### src/rtl/qmdd_pkg.sv
// Shared types and constants of the QAM minimum-distance demapper.
package qmdd_pkg;

  localparam int unsigned CoordWidth  = 16;
  localparam int unsigned DistWidth   = 2 * CoordWidth + 1;
  localparam int unsigned LabelWidth  = 6;
  localparam int unsigned EntryWidth  = 6;
  localparam int unsigned IdxWidth    = 8;
  localparam int unsigned BpsWidth    = 3;
  localparam int unsigned NptsWidth   = 7;
  localparam int unsigned CfgWidth    = 7;
  localparam int unsigned MaxPointsDefault = 64;
  localparam int unsigned BpsMax      = 6;

  localparam logic [BpsWidth-1:0]  BpsReset  = 3'd2;
  localparam logic [NptsWidth-1:0] NptsReset = 7'd4;

  // Configuration register indexes
  localparam logic CfgBitsPerSymbol = 1'b0;
  localparam logic CfgNumPoints     = 1'b1;

  // Request codes
  localparam logic ReqLoad   = 1'b0;
  localparam logic ReqSample = 1'b1;

  typedef struct packed {
    logic                         req_type;
    logic [EntryWidth-1:0]        entry_index;
    logic signed [CoordWidth-1:0] point_i;
    logic signed [CoordWidth-1:0] point_q;
    logic [LabelWidth-1:0]        point_label;
    logic signed [CoordWidth-1:0] sample_i;
    logic signed [CoordWidth-1:0] sample_q;
    logic                         last_sample;
  } in_item_t;

  typedef struct packed {
    logic [EntryWidth-1:0] symbol_index;
    logic [LabelWidth-1:0] data_bits;
    logic                  end_of_block;
  } out_item_t;

  // Item traveling down the point chain with its running best match
  typedef struct packed {
    logic                  valid;
    in_item_t              item;
    logic [DistWidth-1:0]  best_d;
    logic [IdxWidth-1:0]   best_idx;
    logic [LabelWidth-1:0] best_label;
  } pipe_t;

endpackage

### src/rtl/qmdd_decode.sv
// Gray-to-binary decode of the winning label and the output register.
module qmdd_decode (
  input  logic                              clk_i,
  input  logic                              rst_ni,
  input  logic                              en_i,
  input  logic [qmdd_pkg::BpsWidth-1:0]     bps_i,
  input  qmdd_pkg::pipe_t                   pipe_i,
  output logic                              out_valid_o,
  output qmdd_pkg::out_item_t               out_o
);

  logic [qmdd_pkg::BpsWidth-1:0]   bps_sat;
  logic [qmdd_pkg::LabelWidth:0]   mask;
  logic [qmdd_pkg::LabelWidth-1:0] gray, bin;
  logic                            valid_q, valid_d;
  qmdd_pkg::out_item_t             res_q, res_d;

  always_comb begin
    bps_sat = (bps_i > qmdd_pkg::BpsWidth'(qmdd_pkg::BpsMax))
              ? qmdd_pkg::BpsWidth'(qmdd_pkg::BpsMax) : bps_i;
    mask    = (7'd1 << bps_sat) - 7'd1;
    gray    = pipe_i.best_label & mask[qmdd_pkg::LabelWidth-1:0];
    bin[qmdd_pkg::LabelWidth-1] = gray[qmdd_pkg::LabelWidth-1];
    for (int k = qmdd_pkg::LabelWidth - 2; k >= 0; k--) begin
      bin[k] = bin[k+1] ^ gray[k];
    end
    valid_d            = pipe_i.valid && (pipe_i.item.req_type == qmdd_pkg::ReqSample);
    res_d.symbol_index = pipe_i.best_idx[qmdd_pkg::EntryWidth-1:0];
    res_d.data_bits    = bin;
    res_d.end_of_block = pipe_i.item.last_sample;
  end

  // Drop load items here: they carry no result
  always_ff @(posedge clk_i or negedge rst_ni) begin
    if (!rst_ni) begin
      valid_q <= 1'b0;
    end else if (en_i) begin
      valid_q <= valid_d;
    end
  end

  always_ff @(posedge clk_i) begin
    if (en_i) begin
      res_q <= res_d;
    end
  end

  assign out_valid_o = valid_q;
  assign out_o       = res_q;

endmodule

### config.mk
export PLATFORM = sky130hd
export DESIGN_NAME = qmdd_decode
export DESIGN_NICKNAME = d
export VERILOG_FILES = /design/src/rtl/qmdd_pkg.sv /design/src/rtl/qmdd_decode.sv
export SDC_FILE = /design/constraint.sdc
export NUM_CORES = 1
export LEC_CHECK = 0
export ABC_CLOCK_PERIOD_IN_PS = 950
export BUFFER_PORTS_ARGS = -buffer_cell sky130_fd_sc_hd__buf_2
export CORE_AREA = 2 2 56 58
export CTS_CLUSTER_SIZE = 10
export DETAILED_ROUTE_END_ITERATION = 12
export DIE_AREA = 0 0 58 60
export HOLD_SLACK_MARGIN = 0.12
export PLACE_DENSITY = 0.77
export SYNTH_ARGS = -nofsm -noshare
export SYNTH_HDL_FRONTEND = slang
export SYNTH_SLANG_ARGS = --single-unit
### constraint.sdc
create_clock -name clk_i -period 0.95 [get_ports clk_i]
set_input_delay 0.2375 -clock clk_i [delete_from_list [all_inputs] [get_ports clk_i]]
set_output_delay 0.2375 -clock clk_i [all_outputs]
set_load 0.01 [all_outputs]
==> results by group <==
Logic synthesis
  – Synth top area share: 59.5%
  – Library cells used by synthesis: 24
  – Top_reg_cell synth: edfxtp_1
  – Post-Synth XOR/XNOR Area: 10.1%
  – Post-synthesis adder-cell area fraction: 0%
  – Largest family of logic cells by synthesized area: simple AND/OR/NAND/NOR gates
  – Post-Syn Area: 656 um2
  – Yosys warns: 0
  – Most frequent cell after synthesis: edfxtp_1
  – Cells after Synth: 45
  – FF+latch count, synth: 14
  – Mapped Avg Cell Area: 14.6 um2
  – Synth top area cells: edfxtp_1 (60%), xnor2_2 (7.4%), dfrtp_1 (3.8%), buf_6 (3.4%), nand3_1 (2.3%)
  – Post-Synth Simple-Gate Area: 13.7%
  – Mux cell area share after synthesis: 1.53%
  – Area leader, netlist: edfxtp_1
  – Top cells by count, synth: edfxtp_1 (13), nand2_1 (3), nand3_1 (3), xnor2_2 (3)
  – Post-synth ARST share: 7.14%
  – Seq/Total Area, Yosys: 63.4%
  – Post-synth EDFFs: 13
  – Synth Area in Compound Gates: 7.25%
  – Mapped Nets: 177

Flow run
  – # Max-Cap Violations: 0

Power
  – Power Density: 1420 nW/um2
  – Comb pwr share: 22.1%
  – Leakage power total: 0.442 nW
  – Max IR drop VDD: 0.766 mV
  – Pwr Total: 1.40 mW
  – Clock network power share: 23.7%
  – P_int: 1.06 mW
  – Switch share: 24.1%
  – P_sw: 0.337 mW
  – Part of the power in registers: 54.2%

Placement
  – Routability Congestion: 0.703
  – Pre-CTS WS: -0.859 ns
  – Hpwl dp: 1180 um
  – Dpl cells: 117
  – PortBufs: 34

Floorplanning
  – DIE AREA: 3480 um2
  – Floorplan row count: 20
  – Chip Height: 60 um
  – Core ar.: 2900 um2
  – Die Wd: 58 um
  – Boundary pin count: 146
  – Initial Utilization: 22.6%

STA
  – Fmax: 708 MHz
  – Slew @ Worst Pin: 0.338 ns
  – Hold WS: 0.139 ns
  – Unrepaired setup endpoints after global routing: yes
  – Final Hold Vio Count: 0
  – Final setup violation count: 18
  – Fin Clk Skew: 0 ns
  – Post-route setup slack: -0.462 ns
  – Final period utilization: 149%
  – Slew HR: 77.4%
  – Pins Over Slew Limit: 0
  – Tmin final: 1.41 ns

Global route
  – GRT Overall Usage: 9.00%
  – Initial antenna violation count: 0
  – Vias in the first global route: 511
  – First-pass GRT wire length: 2320 um
  – Final global-route overflow total: 0
  – Largest net degree at the start of global routing: 16

Finish
  – Area delta synth->final: 50.0%
  – Finished Layout Cells: 125
  – Fillcell total: 301
  – # diodes: 0
  – Footprint of the multi-input gates: 218 um2
  – Register Area: 415 um2
  – Final Net Count: 225
  – Post-layout util: 33.9%
  – Layout cells sized above 1: 53.3%

Detailed routing
  – Routed len/inst: 11.4 um
  – DRC violations left: 0
  – DRT Wirelength: 1420 um
  – Pre-Repair DR Iteration Count: 6
  – DR vias: 530
  – Via density: 4.24
  – Remaining antenna violation count after routing: 0
  – Initial drt markers: 5

Critical path
  – R2r setup slk: 0.33 ns
  – Worst path required time: 0.97 ns
  – Crit end category: flop
  – Worst r2r dst: out_valid_o$_DFFE_PN0P_
  – R2R cell count: 2
  – Crit-path max FO: 5
  – CP startpoint kind: input pin
  – R2R Path Start: out_valid_o$_DFFE_PN0P_
  – Worst Setup Path Type: input pin to flop
  – Critical path data arrival time: 1.43 ns

Clock network
  – Clk slew on worst S/H paths: 0.08 ns
  – H-tree levels: 1
  – Root buffer cell: clkbuf_4
  – Worst skew pair latency: 0.27 ns
  – CTS Buf Count: 3
  – Clk sinks: 14
  – Clock buffer depth: 2
  – CTS tree: yes

Run status
  – Violated checks: setup timing
  – Status: finished, violations left

Min path
  – Hold Path Sink: out_o[10]$_DFFE_PP_
  – Hold Crit Class: input pin to flop
  – Hold Path Stages: 1
  – HP Start: pipe_i[9]
[cell families (layout without fill, tap and decap cells)]
kind of cell	Yosys count	count (layout)
DFF	14	14
muxes	1	1
and+or+nand+nor	15	15
AOI/OAI and AO/OA	7	7
xor gates and xnor gates	5	5
buffers and inverters	3	50
[power by group through the flow]
stage,combinational (mW),clock (mW),sequential [mW]
after CTS,0.310,0.350,0.760
final,0.310,0.332,0.758
after global placement,0.279,0,0.774
after floorplan,0.113,0,0.808
after global routing,0.339,0.385,0.764
after detailed placement,0.293,0,0.774
[critical path, stage by stage]
cell and delay (ns):
buf_8 0.10, or2_1 0.23, and3_1 0.17, or4_4 0.54, xnor2_2 0.16
[state kept, by name, summed over array words and instances (netlist names)]
| signal | flops |
|---|---|
| out_o | 13 |
| out_valid_o | 1 |
[worst max-delay path by stage]
stage / cells past startpoint / start / to / slack [ns]
6_report: 5 / bps_i[1] / out_o[2]$_DFFE_PP_ / -0.46
5_1_grt: 5 / bps_i[1] / out_o[2]$_DFFE_PP_ / -0.47
4_1_cts: 6 / bps_i[1] / out_o[2]$_DFFE_PP_ / -0.54
3_5_place_dp: 6 / bps_i[0] / out_o[2]$_DFFE_PP_ / -0.86
3_3_place_gp: 6 / bps_i[0] / out_o[2]$_DFFE_PP_ / -0.84
2_1_floorplan: 5 / bps_i[0] / out_o[2]$_DFFE_PP_ / -0.69
[stage by stage]
stage | cell area [um2] | setup TNS, ns
final | 983 | -2.65
after global routing | 983 | -3.38
after CTS | 961 | -3.18
after detailed placement | 897 | -3.61
after global placement | 897 | -3.53
after floorplan | 656 | -2.69
[area by class of cell]
cell class / count / share of cell area [%]
Clock buffer: 3 / 2.29
Tap cell: 33 / 4.20
Clock inverter: 1 / 0.382
Sequential cell: 14 / 42.2
Inverter: 1 / 0.382
Multi-Input combinational cell: 28 / 22.1
Timing Repair Buffer: 45 / 28.4
[cell usage in the layout (no fill, tap or decap), drive strengths merged, types with 2 or more instances in the layout]
| cell | netlist | final |
|---|---|---|
| clkbuf | 0 | 3 |
| and3 | 2 | 2 |
| nand2 | 3 | 3 |
| dlygate4sd3 | 0 | 4 |
| o21ai | 2 | 2 |
| xnor2 | 4 | 4 |
| edfxtp | 13 | 13 |
| buf | 2 | 41 |
| nand3 | 3 | 3 |
[metal layers]
| layer | wire length [um] | GRT usage [%] | vias to the layer above | share of wire [%] |
|---|---|---|---|---|
| li1 | - | - | 264 | - |
| met1 | 627 | 10.8 | 234 | 44 |
| met2 | 570 | 13.0 | 32 | 40 |
| met3 | 224 | 5.19 | 0 | 16 |
| met4 | 0 | 3.99 | 0 | 0 |
| met5 | 0 | 0 | - | 0 |
[what timing repair did]
item                                    4_1_cts  5_1_grt
hold buffers                                  1        3
setup buffers                                 1        0
resized for setup                             6        2
endpoints found under the setup margin       19       19
hold endpoints to repair                      1        3
pin swaps                                     4        4
No activity file was read; power rests on OpenSTA's default activity.
