--- src/rtl/qmdd_pkg.sv ---
// Shared types and constants of the QAM minimum-distance demapper.
package qmdd_pkg;

  localparam int unsigned CoordWidth  = 16;
  localparam int unsigned DistWidth   = 2 * CoordWidth + 1;
  localparam int unsigned LabelWidth  = 6;
  localparam int unsigned EntryWidth  = 6;
  localparam int unsigned IdxWidth    = 8;
  localparam int unsigned BpsWidth    = 3;
  localparam int unsigned NptsWidth   = 7;
  localparam int unsigned CfgWidth    = 7;
  localparam int unsigned MaxPointsDefault = 64;
  localparam int unsigned BpsMax      = 6;

  localparam logic [BpsWidth-1:0]  BpsReset  = 3'd2;
  localparam logic [NptsWidth-1:0] NptsReset = 7'd4;

  // Configuration register indexes
  localparam logic CfgBitsPerSymbol = 1'b0;
  localparam logic CfgNumPoints     = 1'b1;

  // Request codes
  localparam logic ReqLoad   = 1'b0;
  localparam logic ReqSample = 1'b1;

  typedef struct packed {
    logic                         req_type;
    logic [EntryWidth-1:0]        entry_index;
    logic signed [CoordWidth-1:0] point_i;
    logic signed [CoordWidth-1:0] point_q;
    logic [LabelWidth-1:0]        point_label;
    logic signed [CoordWidth-1:0] sample_i;
    logic signed [CoordWidth-1:0] sample_q;
    logic                         last_sample;
  } in_item_t;

  typedef struct packed {
    logic [EntryWidth-1:0] symbol_index;
    logic [LabelWidth-1:0] data_bits;
    logic                  end_of_block;
  } out_item_t;

  // Item traveling down the point chain with its running best match
  typedef struct packed {
    logic                  valid;
    in_item_t              item;
    logic [DistWidth-1:0]  best_d;
    logic [IdxWidth-1:0]   best_idx;
    logic [LabelWidth-1:0] best_label;
  } pipe_t;

endpackage

--- src/rtl/qmdd_cell.sv ---
// One constellation point: stored coordinates, distance and running minimum.
module qmdd_cell #(
  parameter int unsigned CellIdx = 0
) (
  input  logic                                clk_i,
  input  logic                                rst_ni,
  input  logic                                en_i,
  input  logic [qmdd_pkg::NptsWidth-1:0]      num_points_i,
  input  qmdd_pkg::pipe_t                     pipe_i,
  output qmdd_pkg::pipe_t                     pipe_o
);

  logic signed [qmdd_pkg::CoordWidth-1:0] pt_i_q, pt_q_q;
  logic [qmdd_pkg::LabelWidth-1:0]        lbl_q;

  qmdd_pkg::pipe_t                        a_q;
  logic                                   a_valid_q;
  logic [2*qmdd_pkg::CoordWidth-1:0]      sq_i_q, sq_q_q, sq_i_d, sq_q_d;
  logic [qmdd_pkg::LabelWidth-1:0]        lbl_a_q;

  qmdd_pkg::pipe_t                        b_q, b_d;
  logic                                   b_valid_q;

  logic signed [qmdd_pkg::CoordWidth:0]   diff_i, diff_q;
  logic [qmdd_pkg::CoordWidth-1:0]        mag_i, mag_q;
  logic [qmdd_pkg::DistWidth-1:0]         sq_dist;
  logic                                   take;
  logic                                   load_hit;

  assign load_hit = en_i && pipe_i.valid && (pipe_i.item.req_type == qmdd_pkg::ReqLoad)
                    && (32'(pipe_i.item.entry_index) == 32'(CellIdx));

  // Table entry: written when a load reaches this cell, so order is kept
  always_ff @(posedge clk_i) begin
    if (load_hit) begin
      pt_i_q <= pipe_i.item.point_i;
      pt_q_q <= pipe_i.item.point_q;
      lbl_q  <= pipe_i.item.point_label;
    end
  end

  always_comb begin
    diff_i = {pipe_i.item.sample_i[qmdd_pkg::CoordWidth-1], pipe_i.item.sample_i}
           - {pt_i_q[qmdd_pkg::CoordWidth-1], pt_i_q};
    diff_q = {pipe_i.item.sample_q[qmdd_pkg::CoordWidth-1], pipe_i.item.sample_q}
           - {pt_q_q[qmdd_pkg::CoordWidth-1], pt_q_q};
    mag_i  = diff_i[qmdd_pkg::CoordWidth] ? qmdd_pkg::CoordWidth'(-diff_i)
                                          : qmdd_pkg::CoordWidth'(diff_i);
    mag_q  = diff_q[qmdd_pkg::CoordWidth] ? qmdd_pkg::CoordWidth'(-diff_q)
                                          : qmdd_pkg::CoordWidth'(diff_q);
    sq_i_d = mag_i * mag_i;
    sq_q_d = mag_q * mag_q;
  end

  // Stage A: squares
  always_ff @(posedge clk_i or negedge rst_ni) begin
    if (!rst_ni) begin
      a_valid_q <= 1'b0;
    end else if (en_i) begin
      a_valid_q <= pipe_i.valid;
    end
  end

  always_ff @(posedge clk_i) begin
    if (en_i) begin
      a_q     <= pipe_i;
      sq_i_q  <= sq_i_d;
      sq_q_q  <= sq_q_d;
      lbl_a_q <= lbl_q;
    end
  end

  // Stage B: add and compare
  always_comb begin
    sq_dist = {1'b0, sq_i_q} + {1'b0, sq_q_q};
    take = (CellIdx == 0) ||
           ((32'(CellIdx) < 32'(num_points_i)) && (sq_dist < a_q.best_d));
    b_d       = a_q;
    b_d.valid = a_valid_q;
    if (take) begin
      b_d.best_d     = sq_dist;
      b_d.best_idx   = qmdd_pkg::IdxWidth'(CellIdx);
      b_d.best_label = lbl_a_q;
    end
  end

  always_ff @(posedge clk_i or negedge rst_ni) begin
    if (!rst_ni) begin
      b_valid_q <= 1'b0;
    end else if (en_i) begin
      b_valid_q <= a_valid_q;
    end
  end

  always_ff @(posedge clk_i) begin
    if (en_i) begin
      b_q <= b_d;
    end
  end

  always_comb begin
    pipe_o       = b_q;
    pipe_o.valid = b_valid_q;
  end

  a_first_cell_takes: assert property (@(posedge clk_i) disable iff (!rst_ni)
    (CellIdx == 0 && en_i && a_valid_q) |=> (b_q.best_idx == '0))
    else $error("first cell did not take its own point");

  // Loads carry no sample, so only sample items are tracked here
  a_best_not_worse: assert property (@(posedge clk_i) disable iff (!rst_ni)
    (CellIdx != 0 && en_i && a_valid_q && a_q.item.req_type == qmdd_pkg::ReqSample)
    |=> (b_q.best_d <= $past(a_q.best_d)))
    else $error("running minimum grew");

  a_idx_bounded: assert property (@(posedge clk_i) disable iff (!rst_ni)
    (b_valid_q && b_q.item.req_type == qmdd_pkg::ReqSample)
    |-> (32'(b_q.best_idx) <= 32'(CellIdx)))
    else $error("best index beyond this cell");

endmodule

--- config.mk ---
export PLATFORM = sky130hd
export DESIGN_NAME = qmdd_cell
export DESIGN_NICKNAME = d
export VERILOG_FILES = /design/src/rtl/qmdd_pkg.sv /design/src/rtl/qmdd_cell.sv
export SDC_FILE = /design/constraint.sdc
export NUM_CORES = 1
export LEC_CHECK = 0
export ABC_AREA = 1
export BUFFER_PORTS_ARGS = -buffer_cell sky130_fd_sc_hd__buf_2
export CAP_MARGIN = 20
export CORE_ASPECT_RATIO = 1.25
export CORE_UTILIZATION = 40
export CTS_BUF_LIST = sky130_fd_sc_hd__clkbuf_4 sky130_fd_sc_hd__clkbuf_8 sky130_fd_sc_hd__clkbuf_16
export CTS_CLUSTER_SIZE = 8
export DETAILED_ROUTE_END_ITERATION = 12
export GPL_TIMING_DRIVEN = 0
export PLACE_DENSITY_LB_ADDON = 0.05
export SYNTH_ARGS = -nofsm -noshare
export SYNTH_HDL_FRONTEND = slang
export SYNTH_SLANG_ARGS = --single-unit
--- constraint.sdc ---
create_clock -name clk_i -period 7.9 [get_ports clk_i]
set_input_delay 1.58 -clock clk_i [delete_from_list [all_inputs] [get_ports clk_i]]
set_output_delay 1.58 -clock clk_i [all_outputs]
set_load 0.1 [all_outputs]
==> summary.txt, run 1 <==
Outcome
  • Run status: finished with violations
  • Failing checks: negative setup slack

Yosys
  • Synth Area in Simple Gates: 0.1455
  • Distinct cells, synth: 62
  • Adder-cell area share of the yosys netlist: 0.3434
  • Mapped cell area: 28,410 sq um
  • Post-synthesis xor/xnor area fraction: 0.03612
  • Synthesized flop and latch total: 303
  • Largest family of logic cells by synthesized area: adder cells
  • Seq/Total Area, Yosys: 0.3200
  • Mapped Avg Cell Area: 9.799 sq um
  • Compound-cell area share of the yosys netlist: 0.04938
  • Synth warn: 0
  • Post-synthesis mux area share: 0
  • Cells after synthesis: 2,899

Clock tree
  • Reg clk slew, reported paths: 0.05 ns
  • CTS tree: built
  • Clk_lat worst skew: 0.60 ns
  • CTS Sinks: 303
  • CTS root buffer: clkbuf_16
  • CTS HTree Levels: 2
  • Max clock buf depth: 3
  • CTS Buf Count: 46

Floorplan
  • Die Ht: 299.9 microns
  • Core Area: 69,860 sq um
  • Die W: 240.4 microns
  • Starting Density: 0.4066
  • Top Ports: 262
  • Die ar.: 72,090 sq um
  • Cell Rows: 108

STA
  • Final setup vio count: 26
  • Worst-Margin Slew: 0.6936 ns
  • Final Max Slew Viols: 0
  • Hold Worst Slack: 0.4031 ns
  • Rel. slew slack: 0.5376
  • Max frequency: 122.7 MHz
  • RSZ-0062 raised after global routing: yes
  • Final Hold Fails: 0
  • Final worst slack: -0.2495 ns
  • Clk_skew: 0.04009 ns
  • Tmin final: 8.150 ns
  • Final worst-path cycle share: 1.032

Final layout
  • P&R area growth vs syn: 28.46%
  • Most common cell after layout, fill and taps aside: inv_1
  • Fillers: 6,341
  • Most frequent cells in the layout: inv_1, nand2_1, edfxtp_1
  • Ratio of cells with drive above 1 in the final layout: 0.3149
  • Final #Nets: 4,078
  • Util after Layout: 0.5223

Place
  • Hpwl dp: 58,720 microns
  • # port buffers: 199
  • GP Congestion: 0.8967

Global route
  • Antenna violations before repair: 1
  • Met3 Usage GRT: 0.02378
  • Pin count of the biggest net entering global routing: 102
  • GR Util All Layers: 0.2115
  • Top Usage Layer GRT: met2
  • Global Route met2 Usage: 0.4074
  • Global-route wire length before repair: 118,500 microns
  • Global routing usage on met1: 0.2392
  • Remaining Overflow, GRT: 0
  • Vias in the first global route: 22,630

Worst setup path
  • Max stage delay on crit path: 0.53 ns
  • Critical path endpoint: sq_q_q[31]
  • Worst R2R Path Depth: 37
  • Crit. End Element: flop
  • Crit path launch: pipe_i[48]
  • Worst path required time: 8.21 ns
  • FF-to-FF Start: pt_q_q[0]
  • Critical Path Source Type: input pin
  • Highest-delay cell along the critical path: fa_1
  • Critical path arrival: 8.46 ns
  • Critical path class: in -> reg
  • Reg-to-reg slack, setup: 0.41 ns
  • Worst R2R End: sq_q_q[31]
  • CP Max Fanout: 7

Detailed routing
  • Via/cell ratio: 4.763
  • Iter 0 DRT Violations: 831
  • Drt pass-1 iters: 5
  • DRC: 0
  • Routed WL: 73,640 microns
  • Vias: 20,556
  • Post-route ant nets: 0
  • Wire length per cell: 17.06 microns

Flow run
  • Max_cap viols: 0

Min path
  • Hold_sp: a_q[99]
  • Worst hold path class: reg -> reg
worst max-delay path: cells and delay by family:
kind	cells	cell delay, ns
buf+inv	12	0.96
xor+xnor	1	0.13
compound gates	5	0.87
fa+ha+maj	9	3.73
simple gates	12	1.22
synth_stat cells (all sizes together):
library cell | n | area (sq um)
a21oi | 119 | 603.1
nor3 | 17 | 95.09
o21ai | 52 | 290.3
o311ai | 3 | 26.28
and2 | 4 | 25.02
o21bai | 9 | 67.56
o31ai | 2 | 20.02
conb | 1 | 3.750
a2111oi | 1 | 8.760
nor2 | 283 | 1282
edfxtp | 301 | 9039
nand2 | 486 | 1966
nor3b | 1 | 7.510
a31o | 2 | 17.52
o2111ai | 1 | 8.760
nor4 | 8 | 50.05
clkbuf | 5 | 18.77
dfrtp | 2 | 50.05
a21boi | 5 | 37.54
o21a | 7 | 52.55
a211oi | 3 | 22.52
a31oi | 17 | 121.4
nand3b | 8 | 63.81
inv | 698 | 2635
xor2 | 85 | 808.3
o221a | 1 | 11.26
nand3 | 92 | 493.0
a221oi | 1 | 8.760
a21o | 8 | 60.06
ha | 258 | 3228
o211ai | 5 | 37.54
xnor2 | 24 | 217.7
clkinv | 1 | 3.750
nand4 | 20 | 125.1
buf | 38 | 340.3
or2 | 4 | 25.02
fa | 326 | 6526
o221ai | 1 | 8.760
final cells by class:
class	count	area (sq um)	share of cell area
Clock inverter	10	176.4	0.004835
Tap cell	935	1170	0.03206
Clock buffer	59	1249	0.03422
Multi-Input combinational cell	1861	18660	0.5112
Timing Repair Buffer	404	2884	0.07904
Buffer	43	505.5	0.01385
Sequential cell	303	9089	0.2491
Inverter	699	2756	0.07554
Antenna cell	2	5.005	0.0001372
what timing repair did:
action / in CTS / in global routing
pin swaps: 207 / 143
buffers inserted: 139 / 57
hold buffers: 0 / 0
cloned: 3 / 1
endpoints found under the setup margin: 38 / 39
resized for setup: 319 / 209
how the worst min path moves through the flow:
stage                             to  depth (start not counted)  slack, ns
final                     pipe_o[99]                          0       0.40
after global routing      pipe_o[99]                          0       0.40
after CTS                 pipe_o[99]                          0       0.40
after detailed placement  lbl_a_q[1]                          0       0.40
after global placement    lbl_a_q[3]                          0       0.40
after floorplan           lbl_a_q[0]                          0       0.40
stage by stage:
stage          TNS (ns)  worst slack (ns)  instances  area, sq um
2_1_floorplan    -3.610           -0.3770       2906        29050
3_3_place_gp    -254.96            -5.650       4040        31210
3_5_place_dp     -42.17            -1.475       4048        31330
4_1_cts          -1.735           -0.1604       4259        35200
5_1_grt          -11.03           -0.4873       4314        36490
6_report         -3.199           -0.2495       4316        36490
layer usage:
layer,part of all wire,wire length [microns],vias to the layer above
met5,0,0,-
met4,0.031,2269,0
met3,0.028,2076,115
met2,0.55,40340,343
met1,0.39,28950,10122
li1,-,-,9976
registers in the layout (all words and copies together), names as in the netlist:
register and cells:
sq_q_q 31, a_q 78, lbl_q 6, pt_i_q 16, a_valid_q 1, lbl_a_q 6, b_valid_q 1, pt_q_q 16
sq_i_q 31, pipe_o 117
kinds of logic after synthesis:
family                   after synthesis
flip-flops                           303
other                                  1
XOR/XNOR                             109
buffers and inverters                742
adder cells (fa/ha/maj)              584
AND/OR/NAND/NOR                      923
AO/OA/AOI/OAI                        237
Power of run 1 is not shown: default switching activity piles up to over one toggle a cycle in this logic, so the estimate is an artifact.
==> run 2, diff against run 1 <==
Settings changed: CELL_PAD_IN_SITES_DETAIL_PLACEMENT set to 0, CELL_PAD_IN_SITES_GLOBAL_PLACEMENT set to 1, CORE_MARGIN set to 2.
==> run 2 against run 1 <==
Highest routed layer is now met5. Die area up 1.5%. Critical path type unchanged. The flow still finishes with violations (negative setup slack). Critical endpoint unchanged. Clock skew is 0.015 ns lower. Cell count grew 0.25%.
==> summary.txt, run 2 (synthesized netlist as in run 1, its figures left out) <==
Global route
  • Vias in the first global route: 22,711
  • Global-route wire length before repair: 120,900 microns
  • Pin count of the biggest net entering global routing: 132
  • Remaining Overflow, GRT: 0
  • GR Util All Layers: 0.2116
  • Antenna violations before repair: 4

Final layout
  • Final #Nets: 4,087
  • Max FFs per register: 117
  • Most common cell after layout, fill and taps aside: inv_1
  • Ratio of cells with drive above 1 in the final layout: 0.3249
  • Util after Layout: 0.5207
  • Most frequent cells in the layout: inv_1, nand2_1, edfxtp_1
  • P&R area growth vs syn: 29.26%
  • Flip-flop and latch area: 9089 sq um
  • Fillers: 6,519
  • Multi-input gate area: 18,820 sq um
  • Filler-free cell count of the finished design: 4,327

Clock tree
  • Max clock buf depth: 3
  • CTS Sinks: 303
  • CTS HTree Levels: 2
  • Reg clk slew, reported paths: 0.06 ns
  • Clk_lat worst skew: 0.59 ns
  • CTS Buf Count: 44
  • CTS tree: built
  • CTS root buffer: clkbuf_16

Worst setup path
  • Max stage delay on crit path: 0.57 ns
  • Worst R2R End: sq_q_q[31]
  • Critical Path Source Type: input pin
  • FF-to-FF Start: pt_q_q[0]
  • Highest-delay cell along the critical path: fa_2
  • Critical path arrival: 8.42 ns
  • Worst R2R Path Depth: 34
  • Crit. End Element: flop
  • Reg-to-reg slack, setup: 0.46 ns
  • CP Max Fanout: 6
  • Worst path required time: 8.22 ns
  • Critical path class: in -> reg

STA
  • Rel. slew slack: 0.5325
  • Tmin final: 8.096 ns
  • Clk_skew: 0.02545 ns
  • Worst-Margin Slew: 0.7012 ns
  • Final Hold Fails: 0
  • Max frequency: 123.5 MHz
  • RSZ-0062 raised after global routing: yes
  • Final worst-path cycle share: 1.025
  • Final worst slack: -0.1961 ns
  • Final Max Slew Viols: 0
  • Final setup vio count: 23

Outcome
  • Failing checks: negative setup slack
  • Run status: finished with violations

Min path
  • Hold_sp: a_q[59]
  • Hold path depth: 0
  • WHS Endpoint: pipe_o[59]
  • Worst hold path class: reg -> reg

Flow run
  • Max_cap viols: 0

Place
  • DP Cell Count: 4,056
  • Hpwl dp: 60,120 microns
  • GP Congestion: 0.8802
  • # port buffers: 199
  • Worst slack, placed: -1.592 ns

Detailed routing
  • Drt pass-1 iters: 4
  • Post-route ant nets: 0
  • Routed WL: 75,230 microns
  • Iter 0 DRT Violations: 695
  • Via/cell ratio: 4.727
  • DRC: 0
  • Vias: 20,453
  • Wire length per cell: 17.39 microns

Floorplan
  • Die ar.: 73,180 sq um
  • Starting Density: 0.4029
  • Die Ht: 301.9 microns
  • Top Ports: 262
  • Die W: 242.4 microns
  • Core Area: 70,510 sq um
  • Cell Rows: 109
==> run 2: metal layers <==
layer  GRT usage  routed length [microns]  share of wire
met4     0.08568                     3173          0.042
met1      0.2370                    29430           0.39
met5           0                       32        0.00043
met2      0.4048                    40460           0.54
met3     0.02653                     2132          0.028
==> run 2: stage by stage <==
stage | hold WS [ns] | TNS [ns] | instance area (sq um)
3_3_place_gp | 0.4005 | -253.96 | 31220
2_1_floorplan | 0.4003 | -3.610 | 29050
6_report | 0.4020 | -1.770 | 36720
3_5_place_dp | 0.4045 | -45.65 | 31340
5_1_grt | 0.4181 | -11.01 | 36720
4_1_cts | 0.3973 | -1.743 | 35240
==> run 2: cell type report <==
type,instances,area share
flip-flops and latches,303,0.2475
plain buffers,43,0.01428
multi-input cells,1861,0.5127
well taps,943,0.03213
repair buffers,415,0.08243
inverters,699,0.07514
clock inverters,5,0.003101
clock buffers,57,0.03265
diodes,1,0.00006815
==> run 2: what timing repair did <==
action / 4_1_cts / 5_1_grt
endpoints found under the setup margin: 39 / 38
hold buffers: 0 / 0
pin swaps: 192 / 148
gates cloned: 3 / 0
resized for setup: 319 / 268
setup buffers: 157 / 56
==> run 2: worst max-delay path by stage <==
| stage | from | slack, ns | to |
|---|---|---|---|
| 6_report | pipe_i[48] | -0.20 | sq_q_q[31] |
| 5_1_grt | pipe_i[48] | -0.48 | sq_q_q[31] |
| 4_1_cts | pipe_i[64] | -0.16 | sq_i_q[30] |
| 3_5_place_dp | pipe_i[64] | -1.59 | sq_i_q[27] |
| 3_3_place_gp | en_i | -5.54 | pt_q_q[13] |
| 2_1_floorplan | pipe_i[64] | -0.38 | sq_i_q[27] |
==> run 2: critical path: cells and delay by family <==
kind | cells | cell delay, ns
adders and majority gates | 10 | 4.26
buffers and inverters | 10 | 0.65
and+or+nand+nor | 11 | 1.22
AOI/OAI and AO/OA | 5 | 0.71
Power of run 2 is left out for the same reason.
==> run 3, diff against run 2 <==
Settings changed: SKIP_LAST_GASP set to 1.
Clock period 7.9 ns to 6.57 ns, I/O delays scaled along.
==> run 3 against run 2 <==
The run still ends with negative setup slack left. Worst hold slack better by 0.011 ns. Largest cell class unchanged. Non-clock buffer count up 25. Final area up 2.0%. First-iteration DRC count up 15%. Critical path depth unchanged. Count of clock-buffer cells in the layout up 3. Utilization up 1.1 points. Cell count up 0.72%.
==> summary.txt, run 3 (synthesized netlist as in run 1, its figures left out) <==
Outcome
  • Run status: finished with violations
  • Failing checks: negative setup slack

Detailed routing
  • Metal-1 WL: 29,550 microns
  • Routed WL: 76,320 microns
  • Wire length per cell: 17.51 microns
  • Post-route ant nets: 0
  • Via/cell ratio: 4.743
  • DRC: 0
  • DR WL met3: 2069 microns
  • Vias: 20,671
  • Iter 0 DRT Violations: 798
  • Max layer used: met5
  • Drt pass-1 iters: 5
  • Met2 WL: 41,700 microns

STA
  • Hold Worst Slack: 0.4126 ns
  • Max frequency: 128.5 MHz
  • Final Hold Fails: 0
  • Final worst-path cycle share: 1.184
  • Final setup vio count: 48
  • Worst-Margin Slew: 0.7241 ns
  • Clk_skew: 0.02143 ns
  • Tmin final: 7.782 ns
  • Final Max Slew Viols: 0
  • RSZ-0062 raised after global routing: yes
  • Final worst slack: -1.212 ns
  • Rel. slew slack: 0.5132

Final layout
  • Max FFs per register: 117
  • Flip-flop and latch area: 9089 sq um
  • Final #Nets: 4,113
  • Most common cell after layout, fill and taps aside: inv_1
  • P&R area growth vs syn: 31.89%
  • Util after Layout: 0.5314
  • Fillers: 6,439
  • Multi-input gate area: 19,250 sq um
  • Ratio of cells with drive above 1 in the final layout: 0.3481
  • Most frequent cells in the layout: inv_1, nand2_1, edfxtp_1
  • Filler-free cell count of the finished design: 4,358

Clock tree
  • Clk_lat worst skew: 0.59 ns
  • CTS Sinks: 303
  • CTS tree: built
  • Number of hold buffers added after cts: 0
  • CTS root buffer: clkbuf_16
  • CTS Buf Count: 45
  • CTS HTree Levels: 2
  • Reg clk slew, reported paths: 0.06 ns
  • Max clock buf depth: 3

Place
  • # port buffers: 199
  • Worst slack, placed: -2.599 ns
  • Hpwl dp: 59,880 microns
  • GP Congestion: 0.8740
  • DP Cell Count: 4,056

Floorplan
  • Die W: 242.4 microns
  • Cell Rows: 109
  • Top Ports: 262
  • Die Ht: 301.9 microns
  • Core Area: 70,510 sq um
  • Starting Density: 0.4029
  • Die ar.: 73,180 sq um

Global route
  • Pin count of the biggest net entering global routing: 114
  • Remaining Overflow, GRT: 0
  • Vias in the first global route: 22,564
  • Global-route wire length before repair: 119,900 microns
  • GR Util All Layers: 0.2104
  • Antenna violations before repair: 6

Worst setup path
  • Most frequent cell on the critical path: fa_1
  • Max stage delay on crit path: 0.58 ns
  • Highest-delay cell along the critical path: fa_2
  • Crit. End Element: flop
  • CP Max Fanout: 8
  • Worst path required time: 6.90 ns
  • Critical path arrival: 8.11 ns
  • Critical Path Source Type: input pin
  • Critical path class: in -> reg

Min path
  • Worst hold path class: reg -> reg

Flow run
  • Max_cap viols: 0
run 3: per-stage QoR:
step / setup TNS [ns] / area [sq um]
after global placement: -345.45 / 31490
after detailed placement: -97.50 / 31600
after floorplan: -47.51 / 29310
after CTS: -45.47 / 35570
after global routing: -58.10 / 37470
final: -44.93 / 37470
run 3: worst max-delay path: cells and delay by family:
family	cells	cell delay, ns
adders and majority gates	10	4.30
and+or+nand+nor	15	1.69
buffers and inverters	8	0.57
AOI/OAI and AO/OA	2	0.13
xor gates and xnor gates	1	0.11
run 3: cell type report:
cell class	count	area share
Clock inverter	7	0.003373
Timing Repair Buffer	440	0.08760
Tap cell	943	0.03149
Antenna cell	2	0.0001336
Clock buffer	60	0.03306
Multi-Input combinational cell	1861	0.5139
Inverter	699	0.07357
Sequential cell	303	0.2426
Buffer	43	0.01429
run 3: per-layer routing:
metal / track usage / up-vias
met5: 0 / -
met4: 0.07951 / 6
met3: 0.02520 / 146
met2: 0.4093 / 333
li1: - / 10059
met1: 0.2331 / 10127
run 3: repair_timing:
item / 4_1_cts / 5_1_grt
resized for setup: 308 / 308
endpoints found under the setup margin: 50 / 51
pin swaps: 203 / 179
setup buffers: 155 / 79
gates cloned: 2 / 1
run 3: worst paths after layout:
kind	from	slack [ns]	cells past startpoint	to
setup / recovery	pipe_i[48]	-1.21	36	sq_q_q[29]
hold / removal	a_q[60]	0.41	0	pipe_o[60]
setup reg to reg	pt_q_q[0]	-0.82	34	sq_q_q[29]
hold reg to reg	a_q[60]	0.41	0	pipe_o[60]
max in group asynchronous	rst_ni	5.98	1	a_valid_q
min in group asynchronous	rst_ni	0.50	1	b_valid_q
Power of run 3 is left out for the same reason.
